==> src/sv/dqpal_pkg.sv <==
`default_nettype none

package dqpal_pkg;

   // Operation codes carried in the mode field of an input item
   localparam logic [2:0] MODE_PUSH_FRONT = 3'd0;
   localparam logic [2:0] MODE_PUSH_BACK  = 3'd1;
   localparam logic [2:0] MODE_POP_FRONT  = 3'd2;
   localparam logic [2:0] MODE_POP_BACK   = 3'd3;
   localparam logic [2:0] MODE_CHECK      = 3'd4;

   // Result status codes
   localparam logic [1:0] STATUS_DONE  = 2'd0;
   localparam logic [1:0] STATUS_FULL  = 2'd1;
   localparam logic [1:0] STATUS_EMPTY = 2'd2;

   typedef struct packed {
      logic [2:0]         mode;
      logic signed [31:0] data_value;
   } req_item_type;

   typedef struct packed {
      logic [1:0] status;
      logic       is_palindrome;
      logic [6:0] entry_count;
   } rsp_item_type;

   typedef enum logic [1:0] {
      ST_IDLE,
      ST_CHK_READ,
      ST_CHK_COMPARE
   } ctrl_state_type;

   // Controller to datapath
   typedef struct packed {
      logic accept;       // take the item on the request port
      logic chk_advance;  // step both walk offsets inward
      logic chk_finish;   // emit the check result
      logic chk_result;   // palindrome flag for the finished check
   } dp_cmd_type;

   // Datapath to controller
   typedef struct packed {
      logic chk_long;     // item is a check over two or more entries
      logic pair_match;   // registered pair of entries compares equal
      logic pair_last;    // current pair is the innermost one
   } dp_status_type;

endpackage

`default_nettype wire

==> src/sv/dqpal_ctrl.sv <==
`default_nettype none

module dqpal_ctrl (
   input  wire logic                    clock,
   input  wire logic                    reset,
   input  wire logic                    start,
   output logic                         busy,
   input  wire dqpal_pkg::dp_status_type dp_status,
   output dqpal_pkg::dp_cmd_type        dp_cmd
);

   dqpal_pkg::ctrl_state_type state_ff;
   dqpal_pkg::ctrl_state_type state_in;

   always_ff @(posedge clock) begin
      if (reset) begin
         state_ff <= dqpal_pkg::ST_IDLE;
      end else begin
         state_ff <= state_in;
      end
   end

   always_comb begin
      state_in = state_ff;
      unique case (state_ff)
         dqpal_pkg::ST_IDLE: begin
            if (start && dp_status.chk_long) begin
               state_in = dqpal_pkg::ST_CHK_READ;
            end
         end
         dqpal_pkg::ST_CHK_READ: begin
            state_in = dqpal_pkg::ST_CHK_COMPARE;
         end
         dqpal_pkg::ST_CHK_COMPARE: begin
            if (!dp_status.pair_match || dp_status.pair_last) begin
               state_in = dqpal_pkg::ST_IDLE;
            end else begin
               state_in = dqpal_pkg::ST_CHK_READ;
            end
         end
         default: begin
            state_in = dqpal_pkg::ST_IDLE;
         end
      endcase
   end

   always_comb begin
      busy                = 1'b1;
      dp_cmd.accept       = 1'b0;
      dp_cmd.chk_advance  = 1'b0;
      dp_cmd.chk_finish   = 1'b0;
      dp_cmd.chk_result   = 1'b0;
      unique case (state_ff)
         dqpal_pkg::ST_IDLE: begin
            busy          = 1'b0;
            dp_cmd.accept = start;
         end
         dqpal_pkg::ST_CHK_READ: begin
            busy = 1'b1;
         end
         dqpal_pkg::ST_CHK_COMPARE: begin
            // finish on first mismatch or after the innermost pair
            if (!dp_status.pair_match || dp_status.pair_last) begin
               dp_cmd.chk_finish = 1'b1;
               dp_cmd.chk_result = dp_status.pair_match;
            end else begin
               dp_cmd.chk_advance = 1'b1;
            end
         end
         default: begin
            busy = 1'b1;
         end
      endcase
   end

endmodule

`default_nettype wire

==> src/sv/dqpal_dp.sv <==
`default_nettype none

module dqpal_dp #(
   parameter int DEPTH = 64
) (
   input  wire logic                     clock,
   input  wire logic                     reset,
   input  wire dqpal_pkg::req_item_type  req_item,
   input  wire dqpal_pkg::dp_cmd_type    dp_cmd,
   output dqpal_pkg::dp_status_type      dp_status,
   output logic                          rsp_strobe,
   output dqpal_pkg::rsp_item_type       rsp_item
);

   localparam int AW = $clog2(DEPTH);
   localparam int CW = $clog2(DEPTH + 1);
   localparam logic [AW:0]   DEPTH_W = (AW + 1)'(DEPTH);
   localparam logic [AW-1:0] LAST_SLOT = AW'(DEPTH - 1);
   localparam logic [CW-1:0] FULL_COUNT = CW'(DEPTH);

   logic [31:0]   entry_store_ff [DEPTH];
   logic [31:0]   rd_lo_ff;
   logic [31:0]   rd_hi_ff;

   logic [AW-1:0] front_ff;
   logic [AW-1:0] front_in;
   logic [CW-1:0] count_ff;
   logic [CW-1:0] count_in;
   logic [AW-1:0] lo_ff;
   logic [AW-1:0] lo_in;
   logic [AW-1:0] hi_ff;
   logic [AW-1:0] hi_in;

   logic                    rsp_valid_ff;
   logic                    rsp_valid_in;
   dqpal_pkg::rsp_item_type rsp_ff;
   dqpal_pkg::rsp_item_type rsp_in;

   logic          wr_en;
   logic [AW-1:0] wr_addr;
   logic [AW-1:0] rd_lo_addr;
   logic [AW-1:0] rd_hi_addr;
   logic [1:0]    op_status;
   logic          op_pal;
   logic          is_full;
   logic          is_empty;
   logic [31:0]   count_wide;
   logic [AW:0]   lo_plus_two;

   // Ring slot of an offset from the front; both inputs are below DEPTH
   function automatic logic [AW-1:0] slot_of(input logic [AW-1:0] front,
                                             input logic [AW-1:0] offset);
      logic [AW:0] sum;
      sum = {1'b0, front} + {1'b0, offset};
      if (sum >= DEPTH_W) begin
         sum = sum - DEPTH_W;
      end
      return sum[AW-1:0];
   endfunction

   assign is_full  = (count_ff == FULL_COUNT);
   assign is_empty = (count_ff == '0);

   assign rd_lo_addr = slot_of(front_ff, lo_ff);
   assign rd_hi_addr = slot_of(front_ff, hi_ff);

   assign lo_plus_two = {1'b0, lo_ff} + (AW + 1)'(2);

   assign dp_status.chk_long   = (req_item.mode == dqpal_pkg::MODE_CHECK)
                                 && (count_ff > CW'(1));
   assign dp_status.pair_match = (rd_lo_ff == rd_hi_ff);
   assign dp_status.pair_last  = (lo_plus_two >= {1'b0, hi_ff});

   always_comb begin
      front_in  = front_ff;
      count_in  = count_ff;
      lo_in     = lo_ff;
      hi_in     = hi_ff;
      wr_en     = 1'b0;
      wr_addr   = front_ff;
      op_status = dqpal_pkg::STATUS_DONE;
      op_pal    = 1'b0;
      rsp_valid_in = 1'b0;

      if (dp_cmd.accept) begin
         rsp_valid_in = 1'b1;
         unique case (req_item.mode)
            dqpal_pkg::MODE_PUSH_FRONT: begin
               if (is_full) begin
                  op_status = dqpal_pkg::STATUS_FULL;
               end else begin
                  front_in = (front_ff == '0) ? LAST_SLOT : front_ff - AW'(1);
                  wr_en    = 1'b1;
                  wr_addr  = front_in;
                  count_in = count_ff + CW'(1);
               end
            end
            dqpal_pkg::MODE_PUSH_BACK: begin
               if (is_full) begin
                  op_status = dqpal_pkg::STATUS_FULL;
               end else begin
                  wr_en    = 1'b1;
                  wr_addr  = slot_of(front_ff, count_ff[AW-1:0]);
                  count_in = count_ff + CW'(1);
               end
            end
            dqpal_pkg::MODE_POP_FRONT: begin
               if (is_empty) begin
                  op_status = dqpal_pkg::STATUS_EMPTY;
               end else begin
                  front_in = (front_ff == LAST_SLOT) ? '0 : front_ff + AW'(1);
                  count_in = count_ff - CW'(1);
               end
            end
            dqpal_pkg::MODE_POP_BACK: begin
               if (is_empty) begin
                  op_status = dqpal_pkg::STATUS_EMPTY;
               end else begin
                  count_in = count_ff - CW'(1);
               end
            end
            dqpal_pkg::MODE_CHECK: begin
               if (dp_status.chk_long) begin
                  // hold the result back until the walk ends
                  rsp_valid_in = 1'b0;
                  lo_in        = '0;
                  hi_in        = AW'(count_ff - CW'(1));
               end else begin
                  op_pal = 1'b1;
               end
            end
            default: begin
               op_status = dqpal_pkg::STATUS_DONE;
            end
         endcase
      end else if (dp_cmd.chk_advance) begin
         lo_in = lo_ff + AW'(1);
         hi_in = hi_ff - AW'(1);
      end else if (dp_cmd.chk_finish) begin
         rsp_valid_in = 1'b1;
         op_pal       = dp_cmd.chk_result;
      end

      count_wide           = 32'(count_in);
      rsp_in.status        = op_status;
      rsp_in.is_palindrome = op_pal;
      rsp_in.entry_count   = count_wide[6:0];
   end

   always_ff @(posedge clock) begin
      if (wr_en) begin
         entry_store_ff[wr_addr] <= req_item.data_value;
      end
      rd_lo_ff <= entry_store_ff[rd_lo_addr];
      rd_hi_ff <= entry_store_ff[rd_hi_addr];
   end

   always_ff @(posedge clock) begin
      if (reset) begin
         front_ff     <= '0;
         count_ff     <= '0;
         rsp_valid_ff <= 1'b0;
      end else begin
         front_ff     <= front_in;
         count_ff     <= count_in;
         rsp_valid_ff <= rsp_valid_in;
      end
   end

   always_ff @(posedge clock) begin
      lo_ff  <= lo_in;
      hi_ff  <= hi_in;
      rsp_ff <= rsp_in;
   end

   assign rsp_strobe = rsp_valid_ff;
   assign rsp_item   = rsp_ff;

endmodule

`default_nettype wire

==> src/sv/deque_with_palindrome_check_top.sv <==
`default_nettype none

// Double-ended queue of signed 32-bit values in a ring store of DEPTH entries, with a
// palindrome check. An item is taken when start is high and busy is low; its result
// appears on rsp_item for exactly one cycle, marked by rsp_strobe, in the cycle after
// the item's last working cycle, and must be captured then: the receiver cannot stall.
// Pushes, pops and unused modes keep busy low, so they run at one item per cycle. A
// check over n entries holds busy through a read state and a compare state for each
// compared pair, up to floor(n/2) pairs, and ends early on the first mismatch; with
// fewer than two entries it keeps busy low. Each pair is read by the registered two-port
// read of the entry store and then compared. A push on a full store is dropped with
// status 1, a pop on an empty store is ignored with status 2.
module deque_with_palindrome_check_top #(
   parameter int DEPTH = 64
) (
   input  wire logic                    clock,
   input  wire logic                    reset,
   input  wire logic                    start,
   output logic                         busy,
   input  wire dqpal_pkg::req_item_type req_item,
   output logic                         rsp_strobe,
   output dqpal_pkg::rsp_item_type      rsp_item
);

   dqpal_pkg::dp_cmd_type    dp_cmd;
   dqpal_pkg::dp_status_type dp_status;

   dqpal_ctrl u_ctrl (
      .clock     (clock),
      .reset     (reset),
      .start     (start),
      .busy      (busy),
      .dp_status (dp_status),
      .dp_cmd    (dp_cmd)
   );

   dqpal_dp #(
      .DEPTH (DEPTH)
   ) u_dp (
      .clock      (clock),
      .reset      (reset),
      .req_item   (req_item),
      .dp_cmd     (dp_cmd),
      .dp_status  (dp_status),
      .rsp_strobe (rsp_strobe),
      .rsp_item   (rsp_item)
   );

endmodule

`default_nettype wire

==> config.mk <==
export PLATFORM = sky130hd
export DESIGN_NAME = deque_with_palindrome_check_top
export DESIGN_NICKNAME = d
export VERILOG_FILES = /design/src/sv/dqpal_pkg.sv /design/src/sv/dqpal_ctrl.sv /design/src/sv/dqpal_dp.sv /design/src/sv/deque_with_palindrome_check_top.sv
export SDC_FILE = /design/constraint.sdc
export NUM_CORES = 2
export LEC_CHECK = 0
export ABC_CLOCK_PERIOD_IN_PS = 14800
export BUFFER_PORTS_ARGS = -buffer_cell sky130_fd_sc_hd__buf_2
export CORE_ASPECT_RATIO = 1.25
export CORE_MARGIN = 5
export CORE_UTILIZATION = 55
export DETAILED_ROUTE_END_ITERATION = 8
export PLACE_DENSITY = 0.68
export SLEW_MARGIN = 15
export SYNTH_ARGS = -nofsm -noshare
export SYNTH_HDL_FRONTEND = slang
export SYNTH_SLANG_ARGS = --single-unit
==> constraint.sdc <==
create_clock -name clock -period 14.8 [get_ports clock]
set_clock_uncertainty 0.05 [all_clocks]
set_input_delay 2.22 -clock clock [delete_from_list [all_inputs] [get_ports clock]]
set_output_delay 2.22 -clock clock [all_outputs]
set_load 0.01 [all_outputs]
Word level (Yosys, flattened, before mapping)
Memory sizes are Yosys's and may differ from the RTL's. A register that Yosys moved wholly into a read port is not among the register bits.
Index checks and enable logic that the tools add are counted.
Cells by class
  $add $sub $neg: 13
  order comparisons: 5
  eq/ne operators: 13
  muxes and demuxes: 48
  reductions and logical operators: 14
Operator list (number)
  $mux 6: 17
  $eq 32x32->1: 1
  $sub 6x1->6 const B: 5
  $pmux 6 s2: 2
  $add 6x6->7: 3
  $ge 7x7->1 const B: 3
  $mux 7: 3
  $mux 1: 19
  $pmux 7 s2: 1
  $add 6x1->6 const B: 2
  $add 6x2->7 const B: 1
  $add 7x1->7 const B: 1
  $eq 7x7->1 const B: 1
  $ge 7x6->1: 1
  $gt 7x1->1 const B: 1
  $logic_not 7->1: 1
  $sub 7x1->7 const B: 1
  $eq 3x2->1 const B: 2
  $eq 6x6->1 const B: 1
  $logic_not 6->1: 1
  $mux 2: 3
  $ne 2x1->1 const B: 3
  $pmux 2 s3: 1
  $reduce_and 3->1: 2
  14 further kinds: 17
Storage, ports and cells
  bits in registers: 38
  memory bits (writable): 2048
  bits of input ports: 38
  memories: 1
Memory list
  u_dp.entry_store_ff: depth 64, bits a word 32, rd ports 2, clocked after Yosys merged registers in 2, wr ports 1, RTL line dqpal_dp.sv:21  | logic [31:0] entry_store_ff [DEPTH];

Depth between registers and ports, before layout
  depth in word-level cells: 8
  depth in mapped cells: 11
  gate-level depth less buffers: 9

Modules after synthesis
Synthesis repeated with hierarchy kept, for this count alone.
Second synthesis, totals
  cell total of the unflattened synthesis: 4768
  area, all modules: 100079.7 um^2
Modules (own cells, without submodules)
  dqpal_dp: instances 1, cells each 4755, area each 99958.4 um^2, sequential area each 63621.0 um^2
  dqpal_ctrl: instances 1, cells each 13, area each 121.4 um^2, sequential area each 40.0 um^2

Worst setup path before layout
No wires, ideal clock.
  path kind: input to register
  start: input port req_item[34] (netlist name)
  end: memory u_dp.entry_store_ff[37][0] (enable)
  library setup time: 502 ps
  data arrival time: 7022 ps
  required time: 14248 ps
  slack: 7226 ps
  stages on the path: 7
  cell sequence: or4b_4 > a311o_1 > a32o_1 > or2_1 > buf_2 > buf_2 > nor4_1
On the way
  cells in the longest elaborated chain, start to end: 6
  elaborated cells between the ends (all ways): 9
RTL lines
  from (decl): RTL line deque_with_palindrome_check_top.sv:20  | input wire dqpal_pkg::req_item_type req_item,
  $eq 3x1->1 / $logic_not 3->1 (equally long branches): RTL line dqpal_dp.sv:87  | unique case (req_item.mode)
  $reduce_or 2->1 (no source line)
  $mux 1
  $mux 1: RTL line dqpal_dp.sv:85  | if (dp_cmd.accept) begin
  $mux 1: RTL line dqpal_dp.sv:151  | if (wr_en) begin
  $mux 1 (implied by the code): RTL line dqpal_dp.sv:152  | entry_store_ff[wr_addr] <= req_item.data_value;
  to (decl): RTL line dqpal_dp.sv:21
Parallel ways exist; a longest one is shown, timed or not.

Final worst setup path
  start: register u_dp.front_ff[0]
  end: register u_dp.rd_lo_ff[19] (read register of u_dp.entry_store_ff)
On the way
  cells in the longest elaborated chain, start to end: 3
  elaborated cells between the ends (all ways): 4
RTL lines
  from (decl): RTL line dqpal_dp.sv:25  | logic [AW-1:0] front_ff;
  from (signal assigned): RTL line dqpal_dp.sv:164  | front_ff <= front_in;
  $add 6x6->7 (*): RTL line dqpal_dp.sv:54  | sum = {1'b0, front} + {1'b0, offset};
  $sub 6x1->6 / $ge 7x7->1 (equally long branches): RTL line dqpal_dp.sv:56, dqpal_dp.sv:55
  $mux 6 (*): RTL line dqpal_dp.sv:55  | if (sum >= DEPTH_W) begin
  to (decl): RTL line dqpal_dp.sv:22  | logic [31:0] rd_lo_ff;
Every way passes the cells marked *; elsewhere a longest branch is shown, timed or not.
A chain may end at the register's enable or synchronous reset.

==> results.md <==
* WL final at about 260000 um
* Via count of the routed design at approximately 51000
* Final HPWL DP at 150000 um
* Synth top area share at 0.631
* Largest net degree at the start of global routing at approximately 120
* Core area at 177000 um2
* Cell taking the most area after synthesis: edfxtp_1
* Cell Area, Synth at 98100 um2
* Buffers added on ports at 49
* Syn-to-layout area delta at 10.7%
* Gate Count Post-Synth at ~4400
* Number of iterations in the first detailed-routing pass at 9
* Final Critical Period at a little over 6000 ps
* Total GRT Usage at 0.284
* Leading cell types by total area after synthesis: edfxtp_1 63%, mux4_2 29%, dfxtp_1 1.8%
* Wire length on met2 at 132000 um
* Final hold vios at 0
* Worst R2R Path Depth at 9
* Worst stage delay on the critical path at approximately 1300 ps
* Tot Pwr at 13.5 mW
* Slew headroom at 0.211
* CTS Hold Bufs at 0
* Slew Limit Fails at 0
* Switching power at between 3 and 4 mW
* Critical path destination: u_dp.rd_lo_ff[19]
* Comb pwr share at 0.111
* Critical path class: reg -> reg
* R2r startpoint: u_dp.front_ff[0]
* Ys async rst share at 0
* First-pass GRT wire length at between 300000 and 400000 um
* Detailed Route Iter0 Violations at around 6300
* Ys Warns at 0
* WL/cell at about 37 um
* Setup TNS at 0 ps
* Final number of setup-violating endpoints at 0
* Synth unique cells at 65
* Vias in the first global route at around 52000
* Crit path max fanout at a little over 100
* P_leak at about 34 nW
* Die Y at 482 um
* Setup crit start kind: register
* # DRC at 0
* Flop-to-flop setup slack at 8670 ps
* RSZ-0062 raised after global routing: no
* Req. time, crit path at 15440 ps
* Delay-heaviest family, CP: buffers and inverters
* Post-synth EDFFs at slightly above 2000
* Max Root-Sink Buffers at 3
* Mean Syn Cell Area at between 20 and 25 um2
* Peak supply drop at approximately 0.000095 V
* #FFs+latches synth at ~2200
* # rows at approximately 170
* Register area share after synthesis at 0.649
* Total CTS buffers at between 200 and 250
* H-tree depth at 4
* Top routing layer used: met5
* Clk sinks at roughly 2200
* Initial core utilization at 0.552
* Worst Path Arrival at between 6000 and 7000 ps
* Reg clk slew, reported paths at 60 ps
* Postcts setup bufs at 0
* Wire length on met3 at approximately 24000 um
* Vias per inst at 7.22
* Share of cells above drive strength 1 at 0.405
* Tcrit/Tclk final at 0.414
* Worst R2R End: u_dp.rd_lo_ff[19]
* CTS Root Cell: clkbuf_16
* IO Pins at 50
* Worst-Skew Late Latency at 860 ps
* TritonCTS clock tree: yes
* Outcome: finished clean
* Levels on crit path at 9
* Worst path slowest cell: fa_4
* Grt total ovfl at 0
* Die ar. at ~190000 um2
* Final ANT Viol Nets at 0
* Sw Share at 0.237
* Reg power frac at 0.499
* Critical path, cell by cell: ha_4, fa_4, buf_4, buf_4, buf_12, mux4_2, mux4_2, a22oi_1, nand2_1
* Wl on met1 at 97600 um
* Critical path capture point type: register
* Initial antenna violation count at 14
* Actual slew at the worst max-slew pin at around 1200 ps
* Power per cell area at 125 nW/um2
* Net Count, Synth at ~4500
* Post-CTS Resized at 0
* Hold Path Class: reg -> reg
* Nets at between 4000 and 5000
* Clock power share at 0.390
* Crit path launch: u_dp.front_ff[0]
* Max_cap viols at 0
* FMAX at around 160 MHz
* Internal Power at approximately 10 mW
* Gpl congestion at 0.861
* Die W at approximately 390 um
* Top FF cell, synth: edfxtp_1
* WP buf/inv at 3
cells in the final DEF, fill, tap and decap left out, types with 5 or more instances in the layout:
cell type / count
o31ai_1: 6
xor2_1: 44
bufinv_16: 17
buf_4: 149
xnor2_1: 13
o211ai_1: 6
clkinvlp_4: 7
nand2_1: 99
clkinv_1: 37
nor2b_1: 12
nor3_2: 50
nor4_1: 9
clkinv_2: 43
nand4_1: 7
clkbuf_16: 211
dfxtp_1: 90
nor3_1: 11
edfxtp_1: 2060
a21oi_1: 32
clkbuf_1: 44
nor2_1: 32
nand3_1: 12
nor4_2: 10
inv_6: 11
a22oi_1: 128
mux2i_1: 5
clkbuf_8: 14
buf_12: 13
inv_1: 19
buf_2: 40
nand2b_1: 8
nor4_4: 7
a311oi_1: 5
and3_1: 6
mux4_2: 1280
o21ai_0: 21
ha_1: 29
layer usage:
layer,GRT usage,vias to the layer above
met2,0.466,2652
met4,0.0941,4
met5,0,-
met3,0.0525,473
met1,0.395,27769
li1,-,19896
power by group through the flow:
stage	registers [mW]	logic [mW]	clock network, mW
floorplan	6.87	0.931	0
global placement	6.88	1.49	0
detailed placement	6.88	1.50	0
CTS	6.76	1.50	5.37
global route	6.76	1.57	5.64
finish	6.76	1.50	5.29
registers in the layout (all words and copies together), names as in the netlist:
signal and count:
u_dp.rsp_strobe 1, u_dp.hi_ff 6, u_dp.front_ff 6, u_dp.entry_store_ff 2048, u_dp.rd_hi_ff 32, u_dp.rsp_item 10, u_dp.count_ff 7, u_dp.rd_lo_ff 32
u_ctrl.state_ff 2, u_dp.lo_ff 6
worst register-to-register path: cells and delay by family (launching register included):
kind	cells	cell delay (ps)
buffers and inverters	3	2130
adders and majority gates	2	1550
muxes	2	1000
AOI/OAI and AO/OA	1	660
DFF	1	480
and+or+nand+nor	1	100
synth_stat cells, types with 4 or more instances:
cell type,n
nor4_1,19
ha_1,31
or2_2,4
nor2_1,32
nor4_2,6
dfxtp_1,90
xnor2_1,15
a311oi_1,5
mux4_2,1280
buf_2,9
a22oi_1,128
nor3_1,61
nand3_1,12
xor2_1,44
nor2b_1,12
a211oi_1,4
nand4_1,7
nand2_1,99
clkbuf_1,209
inv_1,19
edfxtp_1,2060
o21ai_0,21
o21ba_2,4
nor3b_1,6
and3_1,6
a21oi_1,34
nand2b_1,8
mux2i_1,5
o31ai_1,6
buf_1,122
o211ai_1,6
cell type report:
cell class	instances	area, um2
Tap cell	2362	2960
Timing Repair Buffer	202	1580
Sequential cell	2150	63700
Clock inverter	123	1120
Multi-Input combinational cell	1906	33500
Inverter	19	71.3
Fill cell	12257	68900
Clock buffer	269	5640
Antenna cell	2	5.00
through the flow:
stage | util | hold slack, ps | cells | cell area (um2) | setup slack, ps
global route | 0.612 | 457 | 7032 | 109000 | 8460
CTS | 0.611 | 431 | 7030 | 109000 | 8740
global placement | 0.573 | 400 | 6638 | 102000 | 8700
finish | 0.612 | 429 | 7033 | 109000 | 8670
detailed placement | 0.573 | 414 | 6638 | 102000 | 8740
floorplan | - | 378 | 4415 | 98100 | 7230
logic make-up after synthesis:
family | share of synthesized area
adder cells (fa/ha/maj) | 0.00457
AO/OA/AOI/OAI | 0.0177
buffers and inverters | 0.0139
flip-flops | 0.649
multiplexers | 0.294
AND/OR/NAND/NOR | 0.0149
XOR/XNOR | 0.00527
worst min path at each step:
stage	from	to	slack, ps	cells after the start
after floorplan	u_ctrl.state_ff[1]	u_ctrl.state_ff[1]	380	1
after global placement	u_ctrl.state_ff[1]	u_ctrl.state_ff[1]	400	1
after detailed placement	u_ctrl.state_ff[1]	u_ctrl.state_ff[1]	410	1
after CTS	u_ctrl.state_ff[1]	u_ctrl.state_ff[1]	430	1
after global routing	u_ctrl.state_ff[1]	u_ctrl.state_ff[1]	460	1
final	u_ctrl.state_ff[1]	u_ctrl.state_ff[1]	430	1
Note: power is estimated with default switching activity, not from simulation.
